## src/design/rpc_pkg.sv

```systemverilog
`timescale 1ns / 1ps
`default_nettype none
// ----------------------------------------------------------------------------
// Rectangle path controller package
// Shared widths, codes, command and status types, and the arctangent table.
// ----------------------------------------------------------------------------
package rpc_pkg;

	localparam int POS_W      = 32;
	localparam int ANG_W      = 16;
	localparam int VEL_W      = 16;
	localparam int GAIN_W     = 16;
	localparam int SPD_W      = 15;
	localparam int TOL_W      = 31;
	localparam int LAP_W      = 16;
	localparam int CFG_IDX_W  = 3;
	localparam int CFG_DATA_W = 32;
	localparam int CNT_W      = 5;
	localparam int OP_W       = 5;
	localparam int CX_W       = 34;

	localparam int CORDIC_STEPS_DEF = 16;
	localparam logic signed [CX_W-1:0] CORDIC_K = 34'sd652032874;

	localparam logic [CFG_IDX_W-1:0] CFG_GAIN      = 3'd0;
	localparam logic [CFG_IDX_W-1:0] CFG_MAX_SPEED = 3'd1;
	localparam logic [CFG_IDX_W-1:0] CFG_TOLERANCE = 3'd2;
	localparam logic [CFG_IDX_W-1:0] CFG_SIDE_X    = 3'd3;
	localparam logic [CFG_IDX_W-1:0] CFG_SIDE_Y    = 3'd4;
	localparam logic [CFG_IDX_W-1:0] CFG_LAP_LIMIT = 3'd5;
	localparam logic [CFG_IDX_W-1:0] CFG_DWELL     = 3'd6;

	localparam logic [1:0] MODE_IDLE  = 2'd0;
	localparam logic [1:0] MODE_DRIVE = 2'd1;
	localparam logic [1:0] MODE_DWELL = 2'd2;
	localparam logic [1:0] MODE_DONE  = 2'd3;

	localparam logic [1:0] EDGE_PX = 2'd0;
	localparam logic [1:0] EDGE_PY = 2'd1;
	localparam logic [1:0] EDGE_NX = 2'd2;
	localparam logic [1:0] EDGE_NY = 2'd3;

	localparam logic [OP_W-1:0] OP_NONE    = 5'd0;
	localparam logic [OP_W-1:0] OP_LATCH   = 5'd1;
	localparam logic [OP_W-1:0] OP_CINIT   = 5'd2;
	localparam logic [OP_W-1:0] OP_CSTEP   = 5'd3;
	localparam logic [OP_W-1:0] OP_CFIN    = 5'd4;
	localparam logic [OP_W-1:0] OP_DIFF    = 5'd5;
	localparam logic [OP_W-1:0] OP_MUL_CDX = 5'd6;
	localparam logic [OP_W-1:0] OP_MUL_SDY = 5'd7;
	localparam logic [OP_W-1:0] OP_MUL_SDX = 5'd8;
	localparam logic [OP_W-1:0] OP_MUL_CDY = 5'd9;
	localparam logic [OP_W-1:0] OP_BY      = 5'd10;
	localparam logic [OP_W-1:0] OP_ERR     = 5'd11;
	localparam logic [OP_W-1:0] OP_MUL_EX2 = 5'd12;
	localparam logic [OP_W-1:0] OP_MUL_EY2 = 5'd13;
	localparam logic [OP_W-1:0] OP_MUL_TOL = 5'd14;
	localparam logic [OP_W-1:0] OP_SINIT   = 5'd15;
	localparam logic [OP_W-1:0] OP_SSTEP   = 5'd16;
	localparam logic [OP_W-1:0] OP_MUL_GE  = 5'd17;
	localparam logic [OP_W-1:0] OP_CLAMP   = 5'd18;
	localparam logic [OP_W-1:0] OP_MUL_V   = 5'd19;
	localparam logic [OP_W-1:0] OP_VSET    = 5'd20;
	localparam logic [OP_W-1:0] OP_DSTEP   = 5'd21;
	localparam logic [OP_W-1:0] OP_DFIN    = 5'd22;

	typedef struct packed {
		logic [OP_W-1:0] op;
		logic            lane;
		logic [1:0]      edge_idx;
		logic            load_out;
	} dp_cmd_t;

	typedef struct packed {
		logic c_last;
		logic s_last;
		logic d_last;
		logic near;
		logic clamp;
	} dp_stat_t;

	typedef struct packed {
		logic [1:0]       edge_idx;
		logic [LAP_W-1:0] laps;
		logic             fin;
	} adv_t;

	function automatic adv_t adv_edge(input logic [1:0] e, input logic [LAP_W-1:0] l,
		input logic [LAP_W-1:0] lim);
		adv_t r;
		r.edge_idx = e + 2'd1;
		r.laps = l;
		if (r.edge_idx == EDGE_PX && l != {LAP_W{1'b1}}) begin
			r.laps = l + 16'd1;
		end
		r.fin = (r.edge_idx == EDGE_PX) && (r.laps >= lim);
		return r;
	endfunction

	function automatic logic signed [CX_W-1:0] atan_at(input logic [CNT_W-1:0] i);
		logic signed [CX_W-1:0] v;
		case (i)
			5'd0: v = 34'sd536870912;
			5'd1: v = 34'sd316933406;
			5'd2: v = 34'sd167458907;
			5'd3: v = 34'sd85004756;
			5'd4: v = 34'sd42667331;
			5'd5: v = 34'sd21354465;
			5'd6: v = 34'sd10679838;
			5'd7: v = 34'sd5340245;
			5'd8: v = 34'sd2670163;
			5'd9: v = 34'sd1335087;
			5'd10: v = 34'sd667544;
			5'd11: v = 34'sd333772;
			5'd12: v = 34'sd166886;
			5'd13: v = 34'sd83443;
			5'd14: v = 34'sd41722;
			5'd15: v = 34'sd20861;
			5'd16: v = 34'sd10430;
			5'd17: v = 34'sd5215;
			5'd18: v = 34'sd2608;
			5'd19: v = 34'sd1304;
			5'd20: v = 34'sd652;
			5'd21: v = 34'sd326;
			5'd22: v = 34'sd163;
			5'd23: v = 34'sd81;
			default: v = 34'sd0;
		endcase
		return v;
	endfunction

endpackage
`default_nettype wire

```

## src/design/rpc_ctrl.sv

```systemverilog
`timescale 1ns / 1ps
`default_nettype none
// ----------------------------------------------------------------------------
// Rectangle path controller sequencer
// Tick-level mode and edge tracking and the per-tick command sequence.
// ----------------------------------------------------------------------------
module rpc_ctrl (
	input  wire logic                           clk,
	input  wire logic                           arst_n,
	input  wire logic                           cfg_we,
	input  wire logic [rpc_pkg::CFG_IDX_W-1:0]  cfg_idx,
	input  wire logic [rpc_pkg::CFG_DATA_W-1:0] cfg_data,
	input  wire logic                           in_valid,
	output logic                                in_stall,
	input  wire logic                           start_req,
	output logic                                out_valid,
	input  wire logic                           out_stall,
	output logic [1:0]                          phase,
	output logic [1:0]                          edge_res,
	output logic [rpc_pkg::LAP_W-1:0]           lap,
	output logic                                edge_done,
	output rpc_pkg::dp_cmd_t                    cmd,
	input  wire rpc_pkg::dp_stat_t              stat
);

	localparam logic [4:0] S_IDLE  = 5'd0;
	localparam logic [4:0] S_CINIT = 5'd1;
	localparam logic [4:0] S_CSTEP = 5'd2;
	localparam logic [4:0] S_CFIN  = 5'd3;
	localparam logic [4:0] S_DIFF  = 5'd4;
	localparam logic [4:0] S_MCDX  = 5'd5;
	localparam logic [4:0] S_MSDY  = 5'd6;
	localparam logic [4:0] S_MSDX  = 5'd7;
	localparam logic [4:0] S_MCDY  = 5'd8;
	localparam logic [4:0] S_BY    = 5'd9;
	localparam logic [4:0] S_ERR   = 5'd10;
	localparam logic [4:0] S_MEX2  = 5'd11;
	localparam logic [4:0] S_MEY2  = 5'd12;
	localparam logic [4:0] S_MTOL  = 5'd13;
	localparam logic [4:0] S_SINIT = 5'd14;
	localparam logic [4:0] S_SSTEP = 5'd15;
	localparam logic [4:0] S_MGE   = 5'd16;
	localparam logic [4:0] S_CLAMP = 5'd17;
	localparam logic [4:0] S_MV    = 5'd18;
	localparam logic [4:0] S_VSET  = 5'd19;
	localparam logic [4:0] S_DSTEP = 5'd20;
	localparam logic [4:0] S_DFIN  = 5'd21;
	localparam logic [4:0] S_OUT   = 5'd22;

	logic [4:0]                  state_q;
	logic [1:0]                  mode_q, edge_q;
	logic [rpc_pkg::LAP_W-1:0]   laps_q, dwell_q, lap_limit_q, dwell_ticks_q;
	logic                        fresh_q, done_q, lane_q, out_valid_q;
	logic [1:0]                  phase_q, edge_o_q;
	logic [rpc_pkg::LAP_W-1:0]   lap_o_q;
	logic                        done_o_q;

	logic                        in_acc, out_load;
	logic [1:0]                  s_mode, s_edge;
	logic [rpc_pkg::LAP_W-1:0]   s_laps, s_dwell;
	logic                        s_fresh, s_run;
	rpc_pkg::adv_t               adv_a, adv_b;

	assign in_stall = state_q != S_IDLE;
	assign in_acc   = in_valid && !in_stall;
	assign out_load = (state_q == S_OUT) && (!out_valid_q || !out_stall);
	assign adv_b    = rpc_pkg::adv_edge(edge_q, laps_q, lap_limit_q);

	always_comb begin
		s_mode  = mode_q;
		s_edge  = edge_q;
		s_laps  = laps_q;
		s_dwell = dwell_q;
		s_fresh = fresh_q;
		adv_a   = '0;
		if (start_req) begin
			s_laps  = '0;
			s_edge  = rpc_pkg::EDGE_PX;
			s_dwell = '0;
			s_fresh = 1'b1;
			s_mode  = (lap_limit_q == '0) ? rpc_pkg::MODE_DONE : rpc_pkg::MODE_DRIVE;
		end
		s_run = (s_mode == rpc_pkg::MODE_DRIVE);
		if (s_mode == rpc_pkg::MODE_DWELL) begin
			if (s_dwell != '0) begin
				s_dwell = s_dwell - 16'd1;
			end
			if (s_dwell == '0) begin
				adv_a  = rpc_pkg::adv_edge(s_edge, s_laps, lap_limit_q);
				s_edge = adv_a.edge_idx;
				s_laps = adv_a.laps;
				if (adv_a.fin) begin
					s_mode = rpc_pkg::MODE_DONE;
				end else begin
					s_mode  = rpc_pkg::MODE_DRIVE;
					s_fresh = 1'b1;
				end
			end
		end
	end

	always_comb begin
		cmd.lane     = lane_q;
		cmd.edge_idx = edge_q;
		cmd.load_out = out_load;
		case (state_q)
			S_IDLE:  cmd.op = in_acc ? rpc_pkg::OP_LATCH : rpc_pkg::OP_NONE;
			S_CINIT: cmd.op = rpc_pkg::OP_CINIT;
			S_CSTEP: cmd.op = rpc_pkg::OP_CSTEP;
			S_CFIN:  cmd.op = rpc_pkg::OP_CFIN;
			S_DIFF:  cmd.op = rpc_pkg::OP_DIFF;
			S_MCDX:  cmd.op = rpc_pkg::OP_MUL_CDX;
			S_MSDY:  cmd.op = rpc_pkg::OP_MUL_SDY;
			S_MSDX:  cmd.op = rpc_pkg::OP_MUL_SDX;
			S_MCDY:  cmd.op = rpc_pkg::OP_MUL_CDY;
			S_BY:    cmd.op = rpc_pkg::OP_BY;
			S_ERR:   cmd.op = rpc_pkg::OP_ERR;
			S_MEX2:  cmd.op = rpc_pkg::OP_MUL_EX2;
			S_MEY2:  cmd.op = rpc_pkg::OP_MUL_EY2;
			S_MTOL:  cmd.op = rpc_pkg::OP_MUL_TOL;
			S_SINIT: cmd.op = rpc_pkg::OP_SINIT;
			S_SSTEP: cmd.op = rpc_pkg::OP_SSTEP;
			S_MGE:   cmd.op = rpc_pkg::OP_MUL_GE;
			S_CLAMP: cmd.op = rpc_pkg::OP_CLAMP;
			S_MV:    cmd.op = rpc_pkg::OP_MUL_V;
			S_VSET:  cmd.op = rpc_pkg::OP_VSET;
			S_DSTEP: cmd.op = rpc_pkg::OP_DSTEP;
			S_DFIN:  cmd.op = rpc_pkg::OP_DFIN;
			default: cmd.op = rpc_pkg::OP_NONE;
		endcase
	end

	always_ff @(posedge clk or negedge arst_n) begin
		if (!arst_n) begin
			lap_limit_q   <= 16'd100;
			dwell_ticks_q <= 16'd25;
		end else if (cfg_we) begin
			case (cfg_idx)
				rpc_pkg::CFG_LAP_LIMIT: lap_limit_q   <= cfg_data[15:0];
				rpc_pkg::CFG_DWELL:     dwell_ticks_q <= cfg_data[15:0];
				default: ;
			endcase
		end
	end

	always_ff @(posedge clk or negedge arst_n) begin
		if (!arst_n) begin
			state_q     <= S_IDLE;
			mode_q      <= rpc_pkg::MODE_IDLE;
			edge_q      <= rpc_pkg::EDGE_PX;
			laps_q      <= '0;
			dwell_q     <= '0;
			fresh_q     <= 1'b1;
			done_q      <= 1'b0;
			lane_q      <= 1'b0;
			out_valid_q <= 1'b0;
		end else begin
			if (out_load) begin
				out_valid_q <= 1'b1;
			end else if (!out_stall) begin
				out_valid_q <= 1'b0;
			end
			case (state_q)
				S_IDLE: begin
					if (in_acc) begin
						mode_q  <= s_mode;
						edge_q  <= s_edge;
						laps_q  <= s_laps;
						dwell_q <= s_dwell;
						fresh_q <= s_fresh;
						done_q  <= 1'b0;
						lane_q  <= 1'b0;
						if (s_run) begin
							state_q <= s_fresh ? S_CINIT : S_DIFF;
						end else begin
							state_q <= S_OUT;
						end
					end
				end
				S_CINIT: state_q <= S_CSTEP;
				S_CSTEP: begin
					if (stat.c_last) begin
						state_q <= S_CFIN;
					end
				end
				S_CFIN: begin
					fresh_q <= 1'b0;
					state_q <= S_DIFF;
				end
				S_DIFF: state_q <= S_MCDX;
				S_MCDX: state_q <= S_MSDY;
				S_MSDY: state_q <= S_MSDX;
				S_MSDX: state_q <= S_MCDY;
				S_MCDY: state_q <= S_BY;
				S_BY:   state_q <= S_ERR;
				S_ERR:  state_q <= S_MEX2;
				S_MEX2: state_q <= S_MEY2;
				S_MEY2: state_q <= S_MTOL;
				S_MTOL: state_q <= S_SINIT;
				S_SINIT: begin
					if (stat.near) begin
						done_q <= 1'b1;
						if (dwell_ticks_q == '0) begin
							edge_q <= adv_b.edge_idx;
							laps_q <= adv_b.laps;
							if (adv_b.fin) begin
								mode_q <= rpc_pkg::MODE_DONE;
							end else begin
								mode_q  <= rpc_pkg::MODE_DRIVE;
								fresh_q <= 1'b1;
							end
						end else begin
							mode_q  <= rpc_pkg::MODE_DWELL;
							dwell_q <= dwell_ticks_q;
						end
						state_q <= S_OUT;
					end else begin
						state_q <= S_SSTEP;
					end
				end
				S_SSTEP: begin
					if (stat.s_last) begin
						state_q <= S_MGE;
					end
				end
				S_MGE:   state_q <= S_CLAMP;
				S_CLAMP: state_q <= S_MV;
				S_MV:    state_q <= S_VSET;
				S_VSET: begin
					if (stat.clamp) begin
						state_q <= S_DSTEP;
					end else if (!lane_q) begin
						lane_q  <= 1'b1;
						state_q <= S_MV;
					end else begin
						state_q <= S_OUT;
					end
				end
				S_DSTEP: begin
					if (stat.d_last) begin
						state_q <= S_DFIN;
					end
				end
				S_DFIN: begin
					if (!lane_q) begin
						lane_q  <= 1'b1;
						state_q <= S_MV;
					end else begin
						state_q <= S_OUT;
					end
				end
				S_OUT: begin
					if (out_load) begin
						state_q <= S_IDLE;
					end
				end
				default: state_q <= S_IDLE;
			endcase
		end
	end

	always_ff @(posedge clk) begin
		if (out_load) begin
			phase_q  <= mode_q;
			edge_o_q <= edge_q;
			lap_o_q  <= laps_q;
			done_o_q <= done_q;
		end
	end

	assign out_valid = out_valid_q;
	assign phase     = phase_q;
	assign edge_res  = edge_o_q;
	assign lap       = lap_o_q;
	assign edge_done = done_o_q;

endmodule
`default_nettype wire

```

## config.mk

```make
export PLATFORM = sky130hd
export DESIGN_NAME = rpc_ctrl
export DESIGN_NICKNAME = d
export VERILOG_FILES = /design/src/design/rpc_pkg.sv /design/src/design/rpc_ctrl.sv
export SDC_FILE = /design/constraint.sdc
export NUM_CORES = 1
export LEC_CHECK = 0
export BUFFER_PORTS_ARGS = -buffer_cell sky130_fd_sc_hd__buf_2
export CAP_MARGIN = 5
export CORE_UTILIZATION = 62
export CTS_CLUSTER_SIZE = 30
export DETAILED_ROUTE_END_ITERATION = 8
export PLACE_DENSITY = 0.84
export SLEW_MARGIN = 40
export SYNTH_ARGS = -nofsm -noshare
export SYNTH_HDL_FRONTEND = slang
export SYNTH_SLANG_ARGS = --single-unit
```

## constraint.sdc

```tcl
create_clock -name clk -period 6.2 [get_ports clk]
set_input_delay 1.24 -clock clk [delete_from_list [all_inputs] [get_ports clk]]
set_output_delay 1.24 -clock clk [all_outputs]
set_load 0.05 [all_outputs]
```

# Word-level counts from Yosys, hierarchy flattened
# Index checks and enable logic that the tools add are counted.
# totals
input_bits,46
ff_bits,98
# classes
n_lt_le_gt_ge,2
eq_ne,39
reduce_logical,29
muxes,65
add_sub_neg,5
# op_table
op,count
2-to-1 mux 16 bit,17
one-hot mux 5 bit (23 select lines),1
one-hot mux 5 bit (22 select lines),1
one-hot mux 16 bit (2 select lines),2
logical NOT 16 bit,3
== test 5 x 4 -> 1 bit (second input constant),8
== test 5 bit (second input constant),7
2-to-1 mux 5 bit,7
adder 16 x 1 -> 16 bit (second input constant),2
greater-or-equal comparator 16 bit,2
inequality test 16 bit (second input constant),2
2-to-1 mux 2 bit,15
== test 5 x 3 -> 1 bit (second input constant),4
inequality test 2 bit (second input constant),10
nonzero test 16 bit,1
subtractor 16 x 1 -> 16 bit (second input constant),1
2-to-1 mux 1 bit,14
== test 5 x 2 -> 1 bit (second input constant),2
AND reduction 5 bit,2
2-to-1 mux 3 bit,3
one-hot mux 2 bit (2 select lines),2
AND reduction 4 bit,2
== test 3 bit (second input constant),2
logical AND 1 bit,6
16 further kinds,24

# Longest topological paths before layout
# Gate-level depths: netlist of run 1.
# logic_depth
depth_word,17
mapped_depth,21
depth_no_buf,19

# Worst setup path after synthesis of run 1
# OpenSTA, ideal clock, no wires.
# synth_path
path_kind,in2reg
from,input start_req
to,register state_q[2]
path_buffers,5
required_ns,6.080
arrival_ns,5.150
stages,18
slack_ns,0.930
path_cell_list,buf_2 > buf_2 > buf_1 > clkbuf_1 > clkbuf_1 > nor2b_1 > ha_1 > o21ai_1 > nor2_1 > nand3_1 > xor2_1 > nor2_1 > ha_1 > o41ai_1 > a21oi_1 > or4b_1 > or3_1 > a31o_1
# synth_via
elab_chain_len,16
word_cells_on_any_way,29
cone_classes,add/sub: 3; order compare: 1; eq/ne: 3; mux: 17; reduce/logical: 5
# synth_rtl
element,line_no,rtl
from (decl),rpc_ctrl.sv:15,"input wire logic start_req,"
"parallel branches: the longest is 13 deep, another holds adder 16 x 1 -> 16 bit",n/a,
2-to-1 mux 5 bit *,rpc_ctrl.sv:173,if (s_run) begin
2-to-1 mux 5 bit *,rpc_ctrl.sv:165,if (in_acc) begin
one-hot mux 5 bit (23 select lines) *,rpc_ctrl.sv:163,case (state_q)
to (signal assigned),rpc_ctrl.sv:174,state_q <= s_fresh ? S_CINIT : S_DIFF;
to (decl),rpc_ctrl.sv:50,logic [4:0] state_q;
# Every way passes the cells marked *. The select of a mux whose other input is x is not followed.
# A chain may end at the register's enable or synchronous reset.

# Worst setup path after layout of run 1
# Same ends and word-level chain as after synthesis.

==> results of run 1 <==
==> kinds of logic (layout without fill, tap and decap cells) <==
kind of cell	after synthesis	count (layout)	share of synthesized area, %
flip-flops	98	98	35.56
XOR/XNOR	30	30	3.641
AND/OR/NAND/NOR	324	324	23.53
AO/OA/AOI/OAI	197	197	18.97
adder cells (fa/ha/maj)	37	37	6.415
buffers and inverters	84	114	4.768
multiplexers	47	47	7.126
==> how the worst max path moves through the flow <==
stage | from | end | slack (ns)
2_1_floorplan | start_req | state_q[2] | 0.93
4_1_cts | start_req | state_q[2] | 1.21
3_3_place_gp | start_req | state_q[2] | 1.04
3_5_place_dp | start_req | state_q[2] | 0.83
5_1_grt | start_req | state_q[2] | 0.89
6_report | start_req | state_q[2] | 1.07
==> cell type report <==
type | instances | area share [%]
Clock inverter | 4 | 0.4448
Tap cell | 143 | 2.272
Timing Repair Buffer | 71 | 4.956
Multi-Input combinational cell | 635 | 54.92
Inverter | 27 | 1.287
Clock buffer | 12 | 3.543
Sequential cell | 98 | 32.58
==> worst max-delay path: cells and delay by family <==
kind | cells | cell delay, ns
AO/OA/AOI/OAI | 4 | 0.66
XOR/XNOR | 1 | 0.17
adder cells (fa/ha/maj) | 2 | 0.53
buffers and inverters | 3 | 0.61
AND/OR/NAND/NOR | 10 | 2.17
==> routing by layer <==
metal	global-route usage (%)	wire, um	vias to the layer above
met5	0	0	-
met4	18.57	824	0
met3	6.876	1871	77
met2	55.94	9515	386
met1	47.06	8333	3192
li1	-	-	3105
==> state kept, by name, summed over array words and instances (netlist names), 5 cells and up <==
register / flops
state_q: 5
dwell_ticks_q: 16
lap_limit_q: 16
lap: 16
dwell_q: 16
laps_q: 16
==> power groups by stage <==
stage / registers [mW] / clock network [mW] / logic, mW
global placement: 1.03 / 0 / 1.26
detailed placement: 1.05 / 0 / 1.30
finish: 1.04 / 0.593 / 1.33
floorplan: 0.949 / 0 / 1.06
global route: 1.06 / 0.625 / 1.45
CTS: 1.03 / 0.593 / 1.30
==> placed cells by master, fill, tap and decap left out, drive strengths merged, types with 4 or more instances in the layout <==
cell	n
a211oi	5
a21o	10
a21oi	30
a31oi	13
and2	11
and3	15
and4	7
buf	71
clkbuf	12
dfrtp	70
dfstp	7
edfxtp	21
ha	37
inv	31
mux2	35
mux2i	12
nand2	68
nand2b	8
nand3	35
nand4	13
nor2	75
nor2b	14
nor3	26
nor3b	4
nor4	23
o211ai	13
o21a	6
o21ai	52
o221ai	4
o22ai	6
o31ai	10
or3	7
or4	13
xnor2	17
xor2	13
==> stage by stage <==
stage / area, sq um / hold WS [ns]
after floorplan: 7217 / 0.4231
after global placement: 7528 / 0.4371
after detailed placement: 7541 / 0.4559
after CTS: 7855 / 0.4918
after global routing: 7876 / 0.5068
final: 7876 / 0.4981
==> flow_metrics.env, run 1 <==
export IMPL_relSlewSlack_pct=49.95
export IMPL_grt_pass1_vias=6413
export IMPL_hold_buffers=0
export IMPL_grt_usage_pct=35.83
export IMPL_start_util_pct=63.48
export IMPL_synth_most_common_cell="nor2_1"
export IMPL_wire_per_inst_um=20.75
export IMPL_numCtsBuffers=9
export IMPL_synthTopCellsByCount="nor2_1 (75), dfrtp_1 (70), nand2_1 (67)"
export IMPL_synthTopCellsByArea="dfrtp_1 (24%), edfxtp_1 (8.7%), ha_1 (6.4%)"
export IMPL_diodes=0
export IMPL_antenna_left=0
export IMPL_antenna_found_initial=0
export IMPL_setup_viol=0
export IMPL_yosysTopAreaCell="dfrtp_1"
export IMPL_syn_inst=817
export IMPL_yosysWarnings=0
export IMPL_syn_nets=900
export IMPL_seq_area_sq_mm=0.002566
export IMPL_final_core_util_pct=69.27
export IMPL_path_common_cell="nor2_1"
export IMPL_worstSkewPairLatency_ns=0.36
export IMPL_drt_total_wl_mm=20.54
export IMPL_vdd_ir_drop_worst_v=0.0003586
export IMPL_tightestPinTransition_ns=0.7507
export IMPL_cts_buffer_depth=2
export IMPL_num_rows=39
export IMPL_min_period_over_period_pct=82.79
export IMPL_drc=0
export IMPL_die_y_um=109.9
export IMPL_syn_area_sq_mm=0.007217
export IMPL_synth_seq_cells=98
export IMPL_fp_dieW_um=109.9
export IMPL_worstReg2RegStart="laps_q[7]"
export IMPL_boundaryPins=78
export IMPL_grt_pass1_wl_mm=32.95
export IMPL_htreeDepth=3
export IMPL_path_max_fanout=23
export IMPL_outcome="finished clean"
export IMPL_hp_class="reg2reg"
export IMPL_fin_cells=990
export IMPL_nFillCells=882
export IMPL_gp_congestion=0.9524
export IMPL_path_class="in2reg"
export IMPL_syn_area_per_cell_sq_um=8.833
export IMPL_syn_to_final_growth_pct=9.137
export IMPL_final_setup_tns_ns=0
export IMPL_reg2reg_depth=14
export IMPL_core_sq_mm=0.01137
export IMPL_arrival_ns=5.38
export IMPL_clock_sinks=98
export IMPL_p_leak_nw=3.351
export IMPL_min_delay_start="mode_q[1]"
export IMPL_crit_path_top_delay_cell="or4b_1"
export IMPL_critPathMaxStageDelay_ns=0.52
export IMPL_routed_via_density=6.828
export IMPL_hold_depth=0
export IMPL_dieArea_sq_mm=0.01208
export IMPL_fin_ws_ns=1.067
export IMPL_drt_pass1_iter_count=5
export IMPL_p_switching_mw=1.347
export IMPL_p_sw_share_pct=45.45
export IMPL_drv_slew=0
export IMPL_intPower_mw=1.617
export IMPL_regToRegEndpoint="state_q[2]"
export IMPL_cts_root_buf="clkbuf_16"
export IMPL_preCtsSetupSlack_ns=0.8296
export IMPL_cap_violations=0
export IMPL_grt_ovfl_total=0
export IMPL_dp_hpwl_mm=14.89
export IMPL_multi_input_area_sq_mm=0.004325
export IMPL_drive_gt1_share_pct=17.59
export IMPL_rrSetupSlack_ns=1.66
export IMPL_synth_cell_types=77
export IMPL_async_flop_share_pct=78.57
export IMPL_ctsResizeCount=0
export IMPL_dp_cells=972
export IMPL_clock_skew_ns=0.007742
export IMPL_comb_power_share_pct=44.8
export IMPL_grt_max_degree=78
export IMPL_path_clk_slew_ns=0.07
export IMPL_power_density_mw_per_mm2=376.4
export IMPL_fin_crit_ns=5.133
export IMPL_hold_viol_final=0
export IMPL_initialDrtViolationCount=696
export IMPL_hold_end="phase[1]"
export IMPL_fmax_ghz=0.1948
export IMPL_p_seq_share_pct=35.2
export IMPL_synthFlopType="dfrtp_1"
export IMPL_cts_tree="done"
export IMPL_synth_edf_count=21
export IMPL_cp_cell_sequence="buf_2 -> inv_1 -> nand2_1 -> inv_1 -> ha_1 -> nand3_1 -> o21ai_1 -> nor2_1 -> nand4_1 -> nor2_1 -> xnor2_1 -> nor2_1 -> ha_1 -> nand4_1 -> nor4_1 -> o41ai_1 -> a21oi_1 -> or4b_1 -> or3_1 -> a31o_1"
export IMPL_portBuffers=61
export IMPL_clockPowerShare_pct=20.0
export IMPL_start_kind="input pin"
export IMPL_crit_required_ns=6.45
export IMPL_yosysSeqAreaShare_pct=35.56
export IMPL_critPathCaptureType="register"
export IMPL_finalPower_mw=2.964
export IMPL_cts_setup_buffers=0
export IMPL_synth_top_area_share_pct=24.27
export IMPL_vias=6760
export IMPL_rsz0062_at_grt="no"
export IMPL_nets=925
Power figures use the tool's default switching activity.
==> inputs of run 2 (changes only) <==
CORE_UTILIZATION = 54   (was 62)
PLACE_DENSITY = 0.77   (was 0.84)
clock period = 4.4 ns   (was 6.2 ns; I/O delays follow)
==> flow_metrics.env, run 2 (same netlist as run 1, synthesis figures left out) <==
export IMPL_power_density_mw_per_mm2=513.3
export IMPL_worstSkewPairLatency_ns=0.37
export IMPL_cts_root_buf="clkbuf_16"
export IMPL_clock_sinks=98
export IMPL_diodes=0
export IMPL_hold_viol_final=0
export IMPL_crit_path_start="start_req"
export IMPL_fin_ws_ns=0.2268
export IMPL_min_period_over_period_pct=94.85
export IMPL_antenna_found_initial=0
export IMPL_regToRegEndpoint="state_q[2]"
export IMPL_htreeDepth=3
export IMPL_worstReg2RegStart="laps_q[0]"
export IMPL_layout_common_cells="nor2_1 (71), dfrtp_1 (70), nand2_1 (67)"
export IMPL_p_leak_nw=3.562
export IMPL_fp_dieW_um=117.6
export IMPL_relSlewSlack_pct=45.41
export IMPL_setup_viol=0
export IMPL_finalPower_mw=4.247
export IMPL_fmax_ghz=0.2396
export IMPL_final_common_cell="nor2_1"
export IMPL_drt_pass1_iter_count=5
export IMPL_portBuffers=61
export IMPL_initialDrtViolationCount=680
export IMPL_grt_max_degree=78
export IMPL_cts_tree="done"
export IMPL_grt_pass1_vias=6372
export IMPL_dp_hpwl_mm=16.01
export IMPL_cap_violations=0
export IMPL_clock_skew_ns=0.01848
export IMPL_antenna_left=0
export IMPL_vdd_ir_drop_worst_v=0.0003164
export IMPL_drt_total_wl_mm=21.48
export IMPL_cts_setup_buffers=0
export IMPL_outcome="finished clean"
export IMPL_cp_cell_sequence="buf_2 -> inv_1 -> nand2_1 -> inv_1 -> ha_1 -> nand3_1 -> o21ai_4 -> nor2_4 -> nand4_1 -> nor2_1 -> xnor2_1 -> nor2_1 -> ha_1 -> nand4_1 -> nor4_1 -> o41ai_1 -> a21oi_1 -> or4b_1 -> or3_1 -> a31o_1"
export IMPL_boundaryPins=78
export IMPL_routed_via_density=6.457
export IMPL_fin_crit_ns=4.173
export IMPL_num_rows=41
export IMPL_die_y_um=117.6
export IMPL_path_max_fanout=5
export IMPL_rsz0062_at_grt="no"
export IMPL_drv_slew=0
export IMPL_grt_pass1_wl_mm=34.02
export IMPL_gp_congestion=0.9669
export IMPL_wire_per_inst_um=20.26
export IMPL_preCtsSetupSlack_ns=-0.08733
export IMPL_crit_required_ns=4.64
export IMPL_cts_buffer_depth=2
export IMPL_hp_class="reg2reg"
export IMPL_crit_cells=20
export IMPL_drc=0
export IMPL_cpLargestDelayFamily="simple AND/OR/NAND/NOR gates"
export IMPL_final_setup_tns_ns=0
export IMPL_crit_path_top_delay_cell="or4b_1"
export IMPL_path_clk_slew_ns=0.07
export IMPL_drive_gt1_share_pct=21.85
export IMPL_rrSetupSlack_ns=0.44
export IMPL_final_core_util_pct=64.52
export IMPL_grt_usage_pct=31.14
export IMPL_critPathMaxStageDelay_ns=0.55
export IMPL_nets=966
export IMPL_tightestPinTransition_ns=0.8187
export IMPL_start_kind="input pin"
export IMPL_numCtsBuffers=9
export IMPL_core_sq_mm=0.01282
export IMPL_vias=6844
export IMPL_path_class="in2reg"
export IMPL_grt_ovfl_total=0
export IMPL_dieArea_sq_mm=0.01383
export IMPL_cp_endpoint="state_q[2]"
export IMPL_reg2reg_depth=18
export IMPL_crit_buf_inv=3
export IMPL_critPathCaptureType="register"
export IMPL_start_util_pct=56.27
export IMPL_arrival_ns=4.42
export IMPL_syn_to_final_growth_pct=14.65
run 2: stage by stage:
step                      hold WS, ns  instances  area [sq um]
after global placement         0.4381       1042          7909
after global routing           0.4733       1060          8274
after detailed placement       0.4381       1042          7915
final                          0.4457       1060          8274
after CTS                      0.4536       1058          8249
after floorplan                0.4231        817          7284
run 2: layer usage:
layer | part of all wire [%] | track usage (%) | vias to the layer above
met5 | 0 | 0 | -
met4 | 3.1 | 12.02 | 0
met3 | 7.8 | 4.797 | 51
met2 | 45 | 48.27 | 312
met1 | 44 | 43.73 | 3291
li1 | - | - | 3190
run 2: repair_timing:
| item | 4_1_cts | 5_1_grt |
|---|---|---|
| resized for setup | 0 | 1 |
| hold buffers | 0 | 0 |
| endpoints found under the setup margin | 0 | 1 |
| endpoints found under the hold margin | 0 | 0 |
run 2: report_power, final:
part	internal, mW	switching (mW)	total [mW]	leakage (nW)
clock	0.482	0.383	0.864	0.165
sequential	1.14	0.328	1.46	1.15
combinational	0.709	1.21	1.92	2.25
run 2: how the worst min path moves through the flow:
stage | slack (ns) | endpoint | depth (start not counted) | from
floorplan | 0.42 | lap[12] | 0 | laps_q[12]
global placement | 0.44 | edge_done | 0 | done_q
detailed placement | 0.44 | edge_done | 0 | done_q
CTS | 0.45 | edge_done | 0 | done_q
global route | 0.47 | edge_done | 0 | done_q
finish | 0.45 | edge_done | 0 | done_q
run 2: area by class of cell:
type                       count  area [sq um]
sequential                    98          2566
clock inverter                 4         45.04
multi-input combinational    635          4343
tap                          172         215.2
clock buffer                  12         289.0
fill                        1090          4551
inverter                      27         101.3
timing repair buffer         112         714.4
